$ cat src/sv/pte_pkg.sv
// ----------------------------------------------------------------------------
// pte_pkg
// Shared types and codes for the peer table engine: item layouts, opcodes,
// status codes, controller states and the controller/datapath interface.
// ----------------------------------------------------------------------------
package pte_pkg;

  typedef enum logic [2:0] {
    OP_REGISTER   = 3'd0,
    OP_UNREGISTER = 3'd1,
    OP_LOOKUP     = 3'd2,
    OP_SET_RSSI   = 3'd3,
    OP_MARK_SEEN  = 3'd4,
    OP_AVERAGE    = 3'd5
  } pte_op_e;

  typedef enum logic [1:0] {
    ST_OK        = 2'd0,
    ST_BAD_ID    = 2'd1,
    ST_NOT_FOUND = 2'd2,
    ST_FULL      = 2'd3
  } pte_status_e;

  typedef enum logic [2:0] {
    S_IDLE,
    S_SEARCH,
    S_DECIDE,
    S_MODIFY,
    S_SWEEP,
    S_DIVSET,
    S_DIV,
    S_AVGOUT
  } pte_state_e;

  typedef struct packed {
    logic [2:0]        opcode;
    logic [7:0]        node_id;
    logic [31:0]       ip_addr;
    logic [15:0]       port;
    logic signed [7:0] rssi;
    logic [31:0]       now_ms;
  } pte_req_t;

  typedef struct packed {
    logic [1:0]        status;
    logic [7:0]        out_node_id;
    logic [31:0]       out_ip_addr;
    logic [15:0]       out_port;
    logic signed [7:0] out_rssi;
    logic [31:0]       out_last_seen;
    logic              out_alive;
    logic signed [7:0] mean_rssi;
  } pte_res_t;

  // one slot's payload as kept in the RAM
  typedef struct packed {
    logic [31:0] ip_addr;
    logic [15:0] port;
    logic [7:0]  rssi;
    logic [31:0] seen;
  } pte_word_t;

  typedef struct packed {
    logic load;
    logic search;
    logic decide;
    logic modify;
    logic sweep_start;
    logic sweep;
    logic div_start;
    logic div_step;
    logic finish;
  } pte_cmd_t;

  typedef struct packed {
    logic is_avg;
    logic need_modify;
    logic sweep_done;
    logic div_done;
  } pte_sts_t;

endpackage

$ cat src/sv/pte_ram.sv
// ----------------------------------------------------------------------------
// pte_ram
// Generic single-write, single-read RAM with registered read data.
// ----------------------------------------------------------------------------
module pte_ram #(
  parameter int Width = 8,
  parameter int Depth = 16
) (
  input  logic                     clk_i,
  input  logic                     we_i,
  input  logic [$clog2(Depth)-1:0] waddr_i,
  input  logic [Width-1:0]         wdata_i,
  input  logic [$clog2(Depth)-1:0] raddr_i,
  output logic [Width-1:0]         rdata_o
);

  logic [Width-1:0] mem_q [Depth];
  logic [Width-1:0] rdata_q;

  always_ff @(posedge clk_i) begin
    if (we_i) begin
      mem_q[waddr_i] <= wdata_i;
    end
    rdata_q <= mem_q[raddr_i];
  end

  assign rdata_o = rdata_q;

endmodule

$ cat src/sv/pte_ctrl.sv
// ----------------------------------------------------------------------------
// pte_ctrl
// Sequencer for the peer table engine: steps each item through search,
// decide and modify, or through the strength sweep and the divider.
// ----------------------------------------------------------------------------
module pte_ctrl
  import pte_pkg::*;
(
  input  logic     clk_i,
  input  logic     rst_ni,
  input  logic     start,
  output logic     busy,
  input  pte_sts_t sts_i,
  output pte_cmd_t cmd_o
);

  pte_state_e state_q, state_d;

  always_ff @(posedge clk_i or negedge rst_ni) begin
    if (!rst_ni) begin
      state_q <= S_IDLE;
    end else begin
      state_q <= state_d;
    end
  end

  always_comb begin
    state_d = state_q;
    cmd_o   = '0;
    unique case (state_q)
      S_IDLE: begin
        if (start) begin
          cmd_o.load = 1'b1;
          state_d    = S_SEARCH;
        end
      end
      S_SEARCH: begin
        cmd_o.search = 1'b1;
        state_d      = S_DECIDE;
      end
      S_DECIDE: begin
        cmd_o.decide = 1'b1;
        if (sts_i.is_avg) begin
          cmd_o.sweep_start = 1'b1;
          state_d           = S_SWEEP;
        end else if (sts_i.need_modify) begin
          state_d = S_MODIFY;
        end else begin
          cmd_o.finish = 1'b1;
          state_d      = S_IDLE;
        end
      end
      S_MODIFY: begin
        cmd_o.modify = 1'b1;
        cmd_o.finish = 1'b1;
        state_d      = S_IDLE;
      end
      S_SWEEP: begin
        cmd_o.sweep = 1'b1;
        if (sts_i.sweep_done) begin
          state_d = S_DIVSET;
        end
      end
      S_DIVSET: begin
        cmd_o.div_start = 1'b1;
        state_d         = S_DIV;
      end
      S_DIV: begin
        cmd_o.div_step = 1'b1;
        if (sts_i.div_done) begin
          state_d = S_AVGOUT;
        end
      end
      S_AVGOUT: begin
        cmd_o.finish = 1'b1;
        state_d      = S_IDLE;
      end
      default: begin
        state_d = S_IDLE;
      end
    endcase
  end

  assign busy = (state_q != S_IDLE);

endmodule

$ cat src/sv/pte_dp.sv
// ----------------------------------------------------------------------------
// pte_dp
// Datapath of the peer table engine: key compare array, slot RAM,
// strength accumulator, restoring divider and result register.
// ----------------------------------------------------------------------------
module pte_dp
  import pte_pkg::*;
#(
  parameter int PeerSlots = 16
) (
  input  logic     clk_i,
  input  logic     rst_ni,
  input  pte_req_t req_i,
  input  pte_cmd_t cmd_i,
  output pte_sts_t sts_o,
  output logic     res_valid_o,
  output pte_res_t res_o
);

  localparam int SlotW = $clog2(PeerSlots);
  localparam int CntW  = $clog2(PeerSlots + 1);
  localparam int SumW  = SlotW + 9;
  localparam int MagW  = SumW - 1;
  localparam int DcW   = $clog2(MagW);
  localparam int WordW = $bits(pte_word_t);
  localparam logic [SlotW-1:0] LastSlot = SlotW'(PeerSlots - 1);

  pte_req_t        req_q;
  pte_op_e         op;
  logic [PeerSlots-1:0] valid_q;
  logic [7:0]      node_q [PeerSlots];

  logic            hit_c, free_c;
  logic [SlotW-1:0] hit_idx_c, free_idx_c;
  logic            hit_q, free_q;
  logic [SlotW-1:0] hit_idx_q, free_idx_q;

  logic            ram_we;
  logic [SlotW-1:0] ram_waddr, ram_raddr;
  pte_word_t       ram_wdata, ram_rdata;
  logic [WordW-1:0] ram_rdata_raw;

  logic            new_reg, need_modify;

  logic [SlotW-1:0] swp_idx_q, acc_idx_q;
  logic            swp_end_q, acc_vld_q;
  logic signed [SumW-1:0] total_q;
  logic [CntW-1:0] count_q;

  logic            neg_q;
  logic [MagW-1:0] quo_q;
  logic [CntW-1:0] rem_q;
  logic [DcW-1:0]  dcnt_q;
  logic [SumW-1:0] mag_c;
  logic [CntW:0]   trial_c;
  logic            fits_c;
  logic [7:0]      mean_c;

  pte_status_e     status_c;
  pte_res_t        res_c;
  pte_res_t        res_q;
  logic            res_valid_q;

  assign op = pte_op_e'(req_q.opcode);

  always_ff @(posedge clk_i) begin
    if (cmd_i.load) begin
      req_q <= req_i;
    end
  end

  // parallel key compare; lowest index wins
  always_comb begin
    hit_c      = 1'b0;
    free_c     = 1'b0;
    hit_idx_c  = '0;
    free_idx_c = '0;
    for (int i = PeerSlots - 1; i >= 0; i--) begin
      if (valid_q[i] && node_q[i] == req_q.node_id) begin
        hit_c     = 1'b1;
        hit_idx_c = SlotW'(i);
      end
      if (!valid_q[i]) begin
        free_c     = 1'b1;
        free_idx_c = SlotW'(i);
      end
    end
  end

  always_ff @(posedge clk_i) begin
    if (cmd_i.search) begin
      hit_q      <= hit_c;
      free_q     <= free_c;
      hit_idx_q  <= hit_idx_c;
      free_idx_q <= free_idx_c;
    end
  end

  assign new_reg = (op == OP_REGISTER) && (req_q.node_id != 8'd0) && !hit_q && free_q;
  assign need_modify = hit_q && ((op == OP_REGISTER) || (op == OP_LOOKUP) ||
                                 (op == OP_SET_RSSI) || (op == OP_MARK_SEEN));

  always_ff @(posedge clk_i or negedge rst_ni) begin
    if (!rst_ni) begin
      valid_q <= '0;
    end else if (cmd_i.decide) begin
      if (new_reg) begin
        valid_q[free_idx_q] <= 1'b1;
      end else if (op == OP_UNREGISTER && hit_q) begin
        valid_q[hit_idx_q] <= 1'b0;
      end
    end
  end

  always_ff @(posedge clk_i) begin
    if (cmd_i.decide && new_reg) begin
      node_q[free_idx_q] <= req_q.node_id;
    end
  end

  // slot RAM write: fresh entry on decide, read-modify-write on modify
  always_comb begin
    ram_we    = 1'b0;
    ram_waddr = free_idx_q;
    ram_wdata = ram_rdata;
    if (cmd_i.decide && new_reg) begin
      ram_we    = 1'b1;
      ram_wdata = '{ip_addr: req_q.ip_addr, port: req_q.port, rssi: 8'd0,
                    seen: req_q.now_ms};
    end else if (cmd_i.modify && op != OP_LOOKUP) begin
      ram_we    = 1'b1;
      ram_waddr = hit_idx_q;
      case (op)
        OP_REGISTER: begin
          ram_wdata.ip_addr = req_q.ip_addr;
          ram_wdata.port    = req_q.port;
          ram_wdata.seen    = req_q.now_ms;
        end
        OP_SET_RSSI:  ram_wdata.rssi = req_q.rssi;
        OP_MARK_SEEN: ram_wdata.seen = req_q.now_ms;
        default:      ram_we = 1'b0;
      endcase
    end
  end

  assign ram_raddr = cmd_i.sweep ? swp_idx_q : hit_idx_q;
  assign ram_rdata = pte_word_t'(ram_rdata_raw);

  pte_ram #(
    .Width (WordW),
    .Depth (PeerSlots)
  ) u_ram (
    .clk_i   (clk_i),
    .we_i    (ram_we),
    .waddr_i (ram_waddr),
    .wdata_i (ram_wdata),
    .raddr_i (ram_raddr),
    .rdata_o (ram_rdata_raw)
  );

  // strength sweep: one read issued per cycle, its data accumulated in the next cycle
  always_ff @(posedge clk_i or negedge rst_ni) begin
    if (!rst_ni) begin
      acc_vld_q <= 1'b0;
      swp_end_q <= 1'b0;
      swp_idx_q <= '0;
    end else begin
      acc_vld_q <= !cmd_i.sweep_start && cmd_i.sweep && !swp_end_q;
      if (cmd_i.sweep_start) begin
        swp_idx_q <= '0;
        swp_end_q <= 1'b0;
      end else if (cmd_i.sweep && !swp_end_q) begin
        if (swp_idx_q == LastSlot) begin
          swp_end_q <= 1'b1;
        end else begin
          swp_idx_q <= swp_idx_q + 1'b1;
        end
      end
    end
  end

  always_ff @(posedge clk_i) begin
    if (cmd_i.sweep && !swp_end_q) begin
      acc_idx_q <= swp_idx_q;
    end
    if (cmd_i.sweep_start) begin
      total_q <= '0;
      count_q <= '0;
    end else if (acc_vld_q && valid_q[acc_idx_q] && ram_rdata.rssi != 8'd0) begin
      total_q <= total_q + {{(SumW-8){ram_rdata.rssi[7]}}, ram_rdata.rssi};
      count_q <= count_q + 1'b1;
    end
  end

  // restoring division of |total| by count, one quotient bit per cycle
  assign mag_c   = total_q[SumW-1] ? SumW'(-total_q) : SumW'(total_q);
  assign trial_c = {rem_q, quo_q[MagW-1]};
  assign fits_c  = (trial_c >= {1'b0, count_q});

  always_ff @(posedge clk_i) begin
    if (cmd_i.div_start) begin
      neg_q  <= total_q[SumW-1];
      quo_q  <= mag_c[MagW-1:0];
      rem_q  <= '0;
      dcnt_q <= '0;
    end else if (cmd_i.div_step) begin
      quo_q  <= {quo_q[MagW-2:0], fits_c};
      rem_q  <= fits_c ? CntW'(trial_c - {1'b0, count_q}) : trial_c[CntW-1:0];
      dcnt_q <= dcnt_q + 1'b1;
    end
  end

  assign mean_c = (count_q == '0) ? 8'd0 :
                  neg_q ? 8'(-quo_q[7:0]) : quo_q[7:0];

  always_comb begin
    status_c = ST_OK;
    case (op)
      OP_REGISTER: begin
        if (req_q.node_id == 8'd0) status_c = ST_BAD_ID;
        else if (!hit_q && !free_q) status_c = ST_FULL;
      end
      OP_UNREGISTER, OP_LOOKUP, OP_SET_RSSI, OP_MARK_SEEN: begin
        if (!hit_q) status_c = ST_NOT_FOUND;
      end
      default: status_c = ST_OK;
    endcase
  end

  always_comb begin
    res_c        = '0;
    res_c.status = status_c;
    if (op == OP_LOOKUP && hit_q) begin
      res_c.out_node_id   = req_q.node_id;
      res_c.out_ip_addr   = ram_rdata.ip_addr;
      res_c.out_port      = ram_rdata.port;
      res_c.out_rssi      = ram_rdata.rssi;
      res_c.out_last_seen = ram_rdata.seen;
      res_c.out_alive     = 1'b1;
    end
    if (op == OP_AVERAGE) begin
      res_c.mean_rssi = mean_c;
    end
  end

  always_ff @(posedge clk_i or negedge rst_ni) begin
    if (!rst_ni) begin
      res_valid_q <= 1'b0;
    end else begin
      res_valid_q <= cmd_i.finish;
    end
  end

  always_ff @(posedge clk_i) begin
    if (cmd_i.finish) begin
      res_q <= res_c;
    end
  end

  assign sts_o.is_avg      = (op == OP_AVERAGE);
  assign sts_o.need_modify = need_modify;
  assign sts_o.sweep_done  = acc_vld_q && (acc_idx_q == LastSlot);
  assign sts_o.div_done    = (dcnt_q == DcW'(MagW - 1));

  assign res_valid_o = res_valid_q;
  assign res_o       = res_q;

endmodule

$ cat src/sv/peer_table_engine_unit.sv
// ----------------------------------------------------------------------------
// peer_table_engine_unit
// Associative peer table keyed by node id, with register, unregister,
// lookup, strength update, mark seen and average strength operations.
// ----------------------------------------------------------------------------
// Issue an item by raising start while busy is low; the item is taken at that
// clock edge and busy stays high until the block can take the next one. Each
// item yields exactly one result, shown on res_o for one cycle with res_valid_o
// high; the receiver must take it then, as it cannot be held. Register, lookup,
// set strength and mark seen on a known id run a key compare, then a read of
// the slot RAM and, but for lookup, a write back; every other item except
// average finishes with the key compare and the decision. Average strength
// reads the slot RAM once per slot, then runs a one-bit-per-cycle divider.
// Valid bits clear at reset; no clearing pass is needed.
module peer_table_engine_unit
  import pte_pkg::*;
#(
  parameter int PEER_SLOTS = 16
) (
  input  logic     clk_i,
  input  logic     rst_ni,
  input  logic     start,
  output logic     busy,
  input  pte_req_t req_i,
  output logic     res_valid_o,
  output pte_res_t res_o
);

  pte_cmd_t cmd;
  pte_sts_t sts;

  pte_ctrl u_ctrl (
    .clk_i  (clk_i),
    .rst_ni (rst_ni),
    .start  (start),
    .busy   (busy),
    .sts_i  (sts),
    .cmd_o  (cmd)
  );

  pte_dp #(
    .PeerSlots (PEER_SLOTS)
  ) u_dp (
    .clk_i       (clk_i),
    .rst_ni      (rst_ni),
    .req_i       (req_i),
    .cmd_i       (cmd),
    .sts_o       (sts),
    .res_valid_o (res_valid_o),
    .res_o       (res_o)
  );

`ifndef ASSERT_OFF
  a_accept_busy: assert property (@(posedge clk_i) disable iff (!rst_ni)
    start && !busy |=> busy)
    else $error("accepted item did not raise busy");

  a_single_strobe: assert property (@(posedge clk_i) disable iff (!rst_ni)
    res_valid_o |=> !res_valid_o)
    else $error("result strobe held longer than one cycle");

  a_strobe_after_busy: assert property (@(posedge clk_i) disable iff (!rst_ni)
    res_valid_o |-> $past(busy))
    else $error("result without an item in flight");

  a_alive_ok: assert property (@(posedge clk_i) disable iff (!rst_ni)
    res_valid_o && res_o.out_alive |-> res_o.status == ST_OK)
    else $error("found entry reported with error status");
`endif

endmodule

$ cat config.mk
export PLATFORM = sky130hd
export DESIGN_NAME = peer_table_engine_unit
export DESIGN_NICKNAME = d
export VERILOG_FILES = /design/src/sv/pte_pkg.sv /design/src/sv/pte_ram.sv /design/src/sv/pte_ctrl.sv /design/src/sv/pte_dp.sv /design/src/sv/peer_table_engine_unit.sv
export SDC_FILE = /design/constraint.sdc
export NUM_CORES = 2
export LEC_CHECK = 0
export BUFFER_PORTS_ARGS = -buffer_cell sky130_fd_sc_hd__buf_2
export CAP_MARGIN = 20
export CORE_ASPECT_RATIO = 0.5
export CORE_MARGIN = 3
export CORE_UTILIZATION = 48
export DETAILED_ROUTE_END_ITERATION = 10
export PLACE_DENSITY_LB_ADDON = 0.12
export RECOVER_POWER = 25
export SYNTH_ARGS = -nofsm -noshare
export SYNTH_HDL_FRONTEND = slang
export SYNTH_HIERARCHICAL = 1
export SYNTH_SLANG_ARGS = --single-unit
$ cat constraint.sdc
create_clock -name clk_i -period 12.7 [get_ports clk_i]
set_input_delay 0.635 -clock clk_i [delete_from_list [all_inputs] [get_ports clk_i]]
set_output_delay 0.635 -clock clk_i [all_outputs]
set_load 0.005 [all_outputs]
==> flow_summary_export.csv <==
group,metric,value,unit
outcome,status,"finished with violations",
outcome,violations,"max-capacitance violations, max-slew violations",
sta,tightest_slew,4080,ps
sta,timing.final.crit_share,52.8,%
global_routing,grtUsageTotal,20.8,%
logic_synthesis,yosys_warnings,6,
cts,holdBufCountCts,79,
placement,dp_hpwl,89.9,mm
setup_path,crit_arrival,7100,ps
floorplanning,rows,100,
min_path,hp-class,"in -> reg",
pwr,p_sw_share,28.9,%
cts,root_buffer,"clkbuf_16",
pwr,pwr-share-comb,23.7,%
sta,hold_viol_final,0,
job,drv_cap,17,
logic_synthesis,synth.avg_cell_area,20.3,sq um
setup_path,required,13090,ps
floorplanning,dieArea,157000,sq um
logic_synthesis,synth_edf_count,1769,
sta,slew_viol_final,681,
cts,postCtsSetupBuffers,0,
route,detail_route.wl_per_cell,26.7,um
cts,htree_num_levels,4,
global_routing,antenna_found_initial,5,
setup_path,critPathKind,"reg -> reg",
setup_path,cp_common_cell,"buf_4",
logic_synthesis,async_flop_share,1.36,%
sta,tns,0,ps
logic_synthesis,netlist_area,72800,sq um
pwr,power_density,214,nW/um^2
setup_path,path_cells,"clkbuf_1 -> and3b_1 -> and3_1 -> nor3b_1 -> mux2_2 -> nand2b_1 -> nor2_4 -> buf_4 -> buf_4",
floorplanning,fp.dieW,557,um
route,dr.pass1.iters,6,
logic_synthesis,synth_ff_type,"edfxtp_1",
route,first_iter_violations,3469,
logic_synthesis,syn-num-nets,3712,
pwr,p_clk_share,28.3,%
floorplanning,die_h,281,um
global_routing,grt-ovfl-total,0,
route,drt-total-wl,162,mm
route,postRouteAntennaNets,0,
sta,relSlewSlack,-172,%
cts,cts_tree,"built",
logic_synthesis,seq_area_frac_synth,77.0,%
pwr,ir_drop,0.160,mV
pwr,p_int,12.5,mW
sta,fmax,0.149,GHz
cts,clk_pin_slew_worst_paths,60,ps
logic_synthesis,netlist-cell-type-count,66,
final_layout,nNetsFinal,4074,
cts,cts_buffer_depth,4,
global_routing,grt_pass1_vias,36500,
setup_path,worst_setup_path_end_kind,"register",
setup_path,critPathMaxStageDelay,1760,ps
cts,cts_made_buffers,173,
global_routing,grt_max_degree,143,
sta,rsz0062_at_grt,"no",
route,dr_total_vias,35300,
global_routing,grt_first_pass_wirelength,242,mm
sta,period_needed,6700,ps
placement,gp_congestion,0.808,
final_layout,num-fill-cells,11500,
placement,io_buffers,210,
floorplanning,initial_core_util,48.6,%
route,drc_errors,0,
logic_synthesis,synth_seq_cells,1910,
logic_synthesis,synth_cells,3585,
floorplanning,core,150000,sq um
final_layout,drive_gt1_share,21.2,%
cts,worstSkewPairLatency,810,ps
final_layout,area_delta_synth_final,12.8,%
pwr,leakagePower,26.8,nW
pwr,p_total,17.6,mW
setup_path,crit_path_top_delay_cell,"clkbuf_1",
cts,clock-sinks,1910,
pwr,seq_power_share,48.0,%
sta,setup_viol_count_final,0,
route,viasPerCell,5.82,
setup_path,cp-start-kind,"register",
floorplanning,pin_count,211,
pwr,p_switching,5.09,mW
sta,skew,72.7,ps
setup_path,path_max_fanout,54,
cts,cts_resized,0,
==> per-layer routing <==
layer | wire length, um | global-route usage, % | vias to the layer above
li1 | - | - | 15300
met1 | 72700 | 30.7 | 18900
met2 | 76900 | 32.9 | 942
met3 | 9240 | 3.60 | 211
met4 | 3520 | 4.83 | 0
met5 | 0 | 0 | -
==> power by group through the flow <==
stage          clock, mW  sequential (mW)  combinational [mW]
2_1_floorplan          0             8.44                2.96
3_3_place_gp           0             8.56                4.18
3_5_place_dp           0             8.57                4.28
4_1_cts             5.11             8.44                4.31
5_1_grt             5.37             8.49                4.59
6_report            4.98             8.45                4.17
==> cells in the mapped netlist, drive strengths merged (13+ instances only) <==
master | count | area, sq um
xor2 | 53 | 464
xnor2 | 110 | 963
nor4 | 13 | 81.3
nor2 | 104 | 393
clkbuf | 76 | 285
inv | 27 | 101
a21oi | 39 | 199
edfxtp | 1769 | 53100
mux2i | 16 | 160
nor3 | 28 | 140
mux2 | 91 | 1020
nand2b | 16 | 100
ha | 23 | 288
a22oi | 176 | 1320
nor2b | 13 | 81.3
o21ai | 30 | 150
buf | 105 | 643
dfrtp | 26 | 651
mux4 | 357 | 8040
and3 | 98 | 613
dfxtp | 115 | 2300
nand2 | 148 | 556
nand4 | 23 | 144
nand3 | 25 | 130
==> worst max-delay path: cells and delay by family (launching register included) <==
family	cells	cell delay, ps
buf+inv	3	3180
flops	1	320
mux	1	490
simple gates	5	2220
==> final cells by class <==
class                           instances  area, sq um  area share (%)
Timing Repair Buffer                  368         2270            2.77
Tap cell                             1989         2490            3.03
Clock buffer                          245         4790            5.84
Multi-Input combinational cell       1467        15800            19.3
Clock inverter                         61          500           0.610
Sequential cell                      1910        56100            68.3
Inverter                               27          101           0.123
Antenna cell                            4         10.0          0.0122
==> placed cells by master (no fill, tap or decap), types with 20 or more instances in the layout <==
cell type | synthesis | layout
a21oi_1 | 38 | 39
ha_1 | 23 | 23
buf_2 | 49 | 133
o21ai_0 | 29 | 29
dfrtp_1 | 26 | 26
inv_1 | 26 | 27
a22oi_1 | 176 | 176
nand4_1 | 23 | 23
xor2_1 | 53 | 53
mux2_1 | 11 | 22
clkbuf_1 | 76 | 158
dlygate4sd3_1 | 0 | 79
dfxtp_1 | 115 | 115
edfxtp_1 | 1769 | 1769
and3_1 | 98 | 98
nand3_1 | 24 | 24
nand2_1 | 148 | 148
nor2_1 | 103 | 90
clkinv_2 | 0 | 20
clkinv_1 | 0 | 26
mux2_2 | 80 | 67
clkbuf_16 | 0 | 175
nor3_1 | 28 | 24
xnor2_1 | 110 | 110
mux4_2 | 357 | 357
buf_4 | 12 | 49
==> state kept, by name, indices dropped and copies added, names as in the netlist, 4 cells and up <==
| signal | count |
|---|---|
| u_dp/req_q | 96 |
| u_dp/rem_q | 5 |
| u_dp/swp_idx_q | 4 |
| u_dp/res_o | 107 |
| u_dp/u_ram/rdata_o | 88 |
| u_dp/quo_q | 12 |
| u_dp/node_q | 128 |
| u_dp/total_q | 13 |
| u_dp/valid_q | 16 |
| u_dp/u_ram/mem_q | 1408 |
| u_dp/hit_idx_q | 4 |
| u_dp/dcnt_q | 4 |
| u_dp/acc_idx_q | 4 |
| u_dp/count_q | 5 |
| u_dp/free_idx_q | 4 |
==> cells by family after synthesis <==
group	share of synthesized area (%)
flip-flops	77.0
AND/OR/NAND/NOR	3.50
buffers and inverters	1.41
adder cells (fa/ha/maj)	0.450
multiplexers	12.7
XOR/XNOR	1.96
AO/OA/AOI/OAI	2.96
==> worst paths after layout <==
check | to | start | cells past startpoint | slack (ps)
setup / recovery | u_dp/u_ram/mem_q[14][71] | u_dp/hit_q | 9 | 6000
hold / removal | u_dp/req_q[58] | req_i[58] | 1 | 50
setup reg to reg | u_dp/u_ram/mem_q[14][71] | u_dp/hit_q | 9 | 6000
hold reg to reg | u_dp/rem_q[4] | u_dp/rem_q[4] | 2 | 480
max in group asynchronous | u_dp/valid_q[7] | rst_ni | 2 | 10870
min in group asynchronous | u_dp/res_valid_o | rst_ni | 2 | 840
==> through the flow <==
step	hold slack [ps]	utilization, %	instance area [sq um]	cells	worst slack (ps)
2_1_floorplan	339	-	72800	3585	3440
5_1_grt	18.4	54.8	82100	6068	5500
3_3_place_gp	460	50.9	76200	5679	7230
4_1_cts	3.94	55.0	82300	6065	7170
3_5_place_dp	470	50.9	76200	5680	7170
6_report	52.9	54.9	82100	6071	6000
Power figures use the tool's default switching activity.
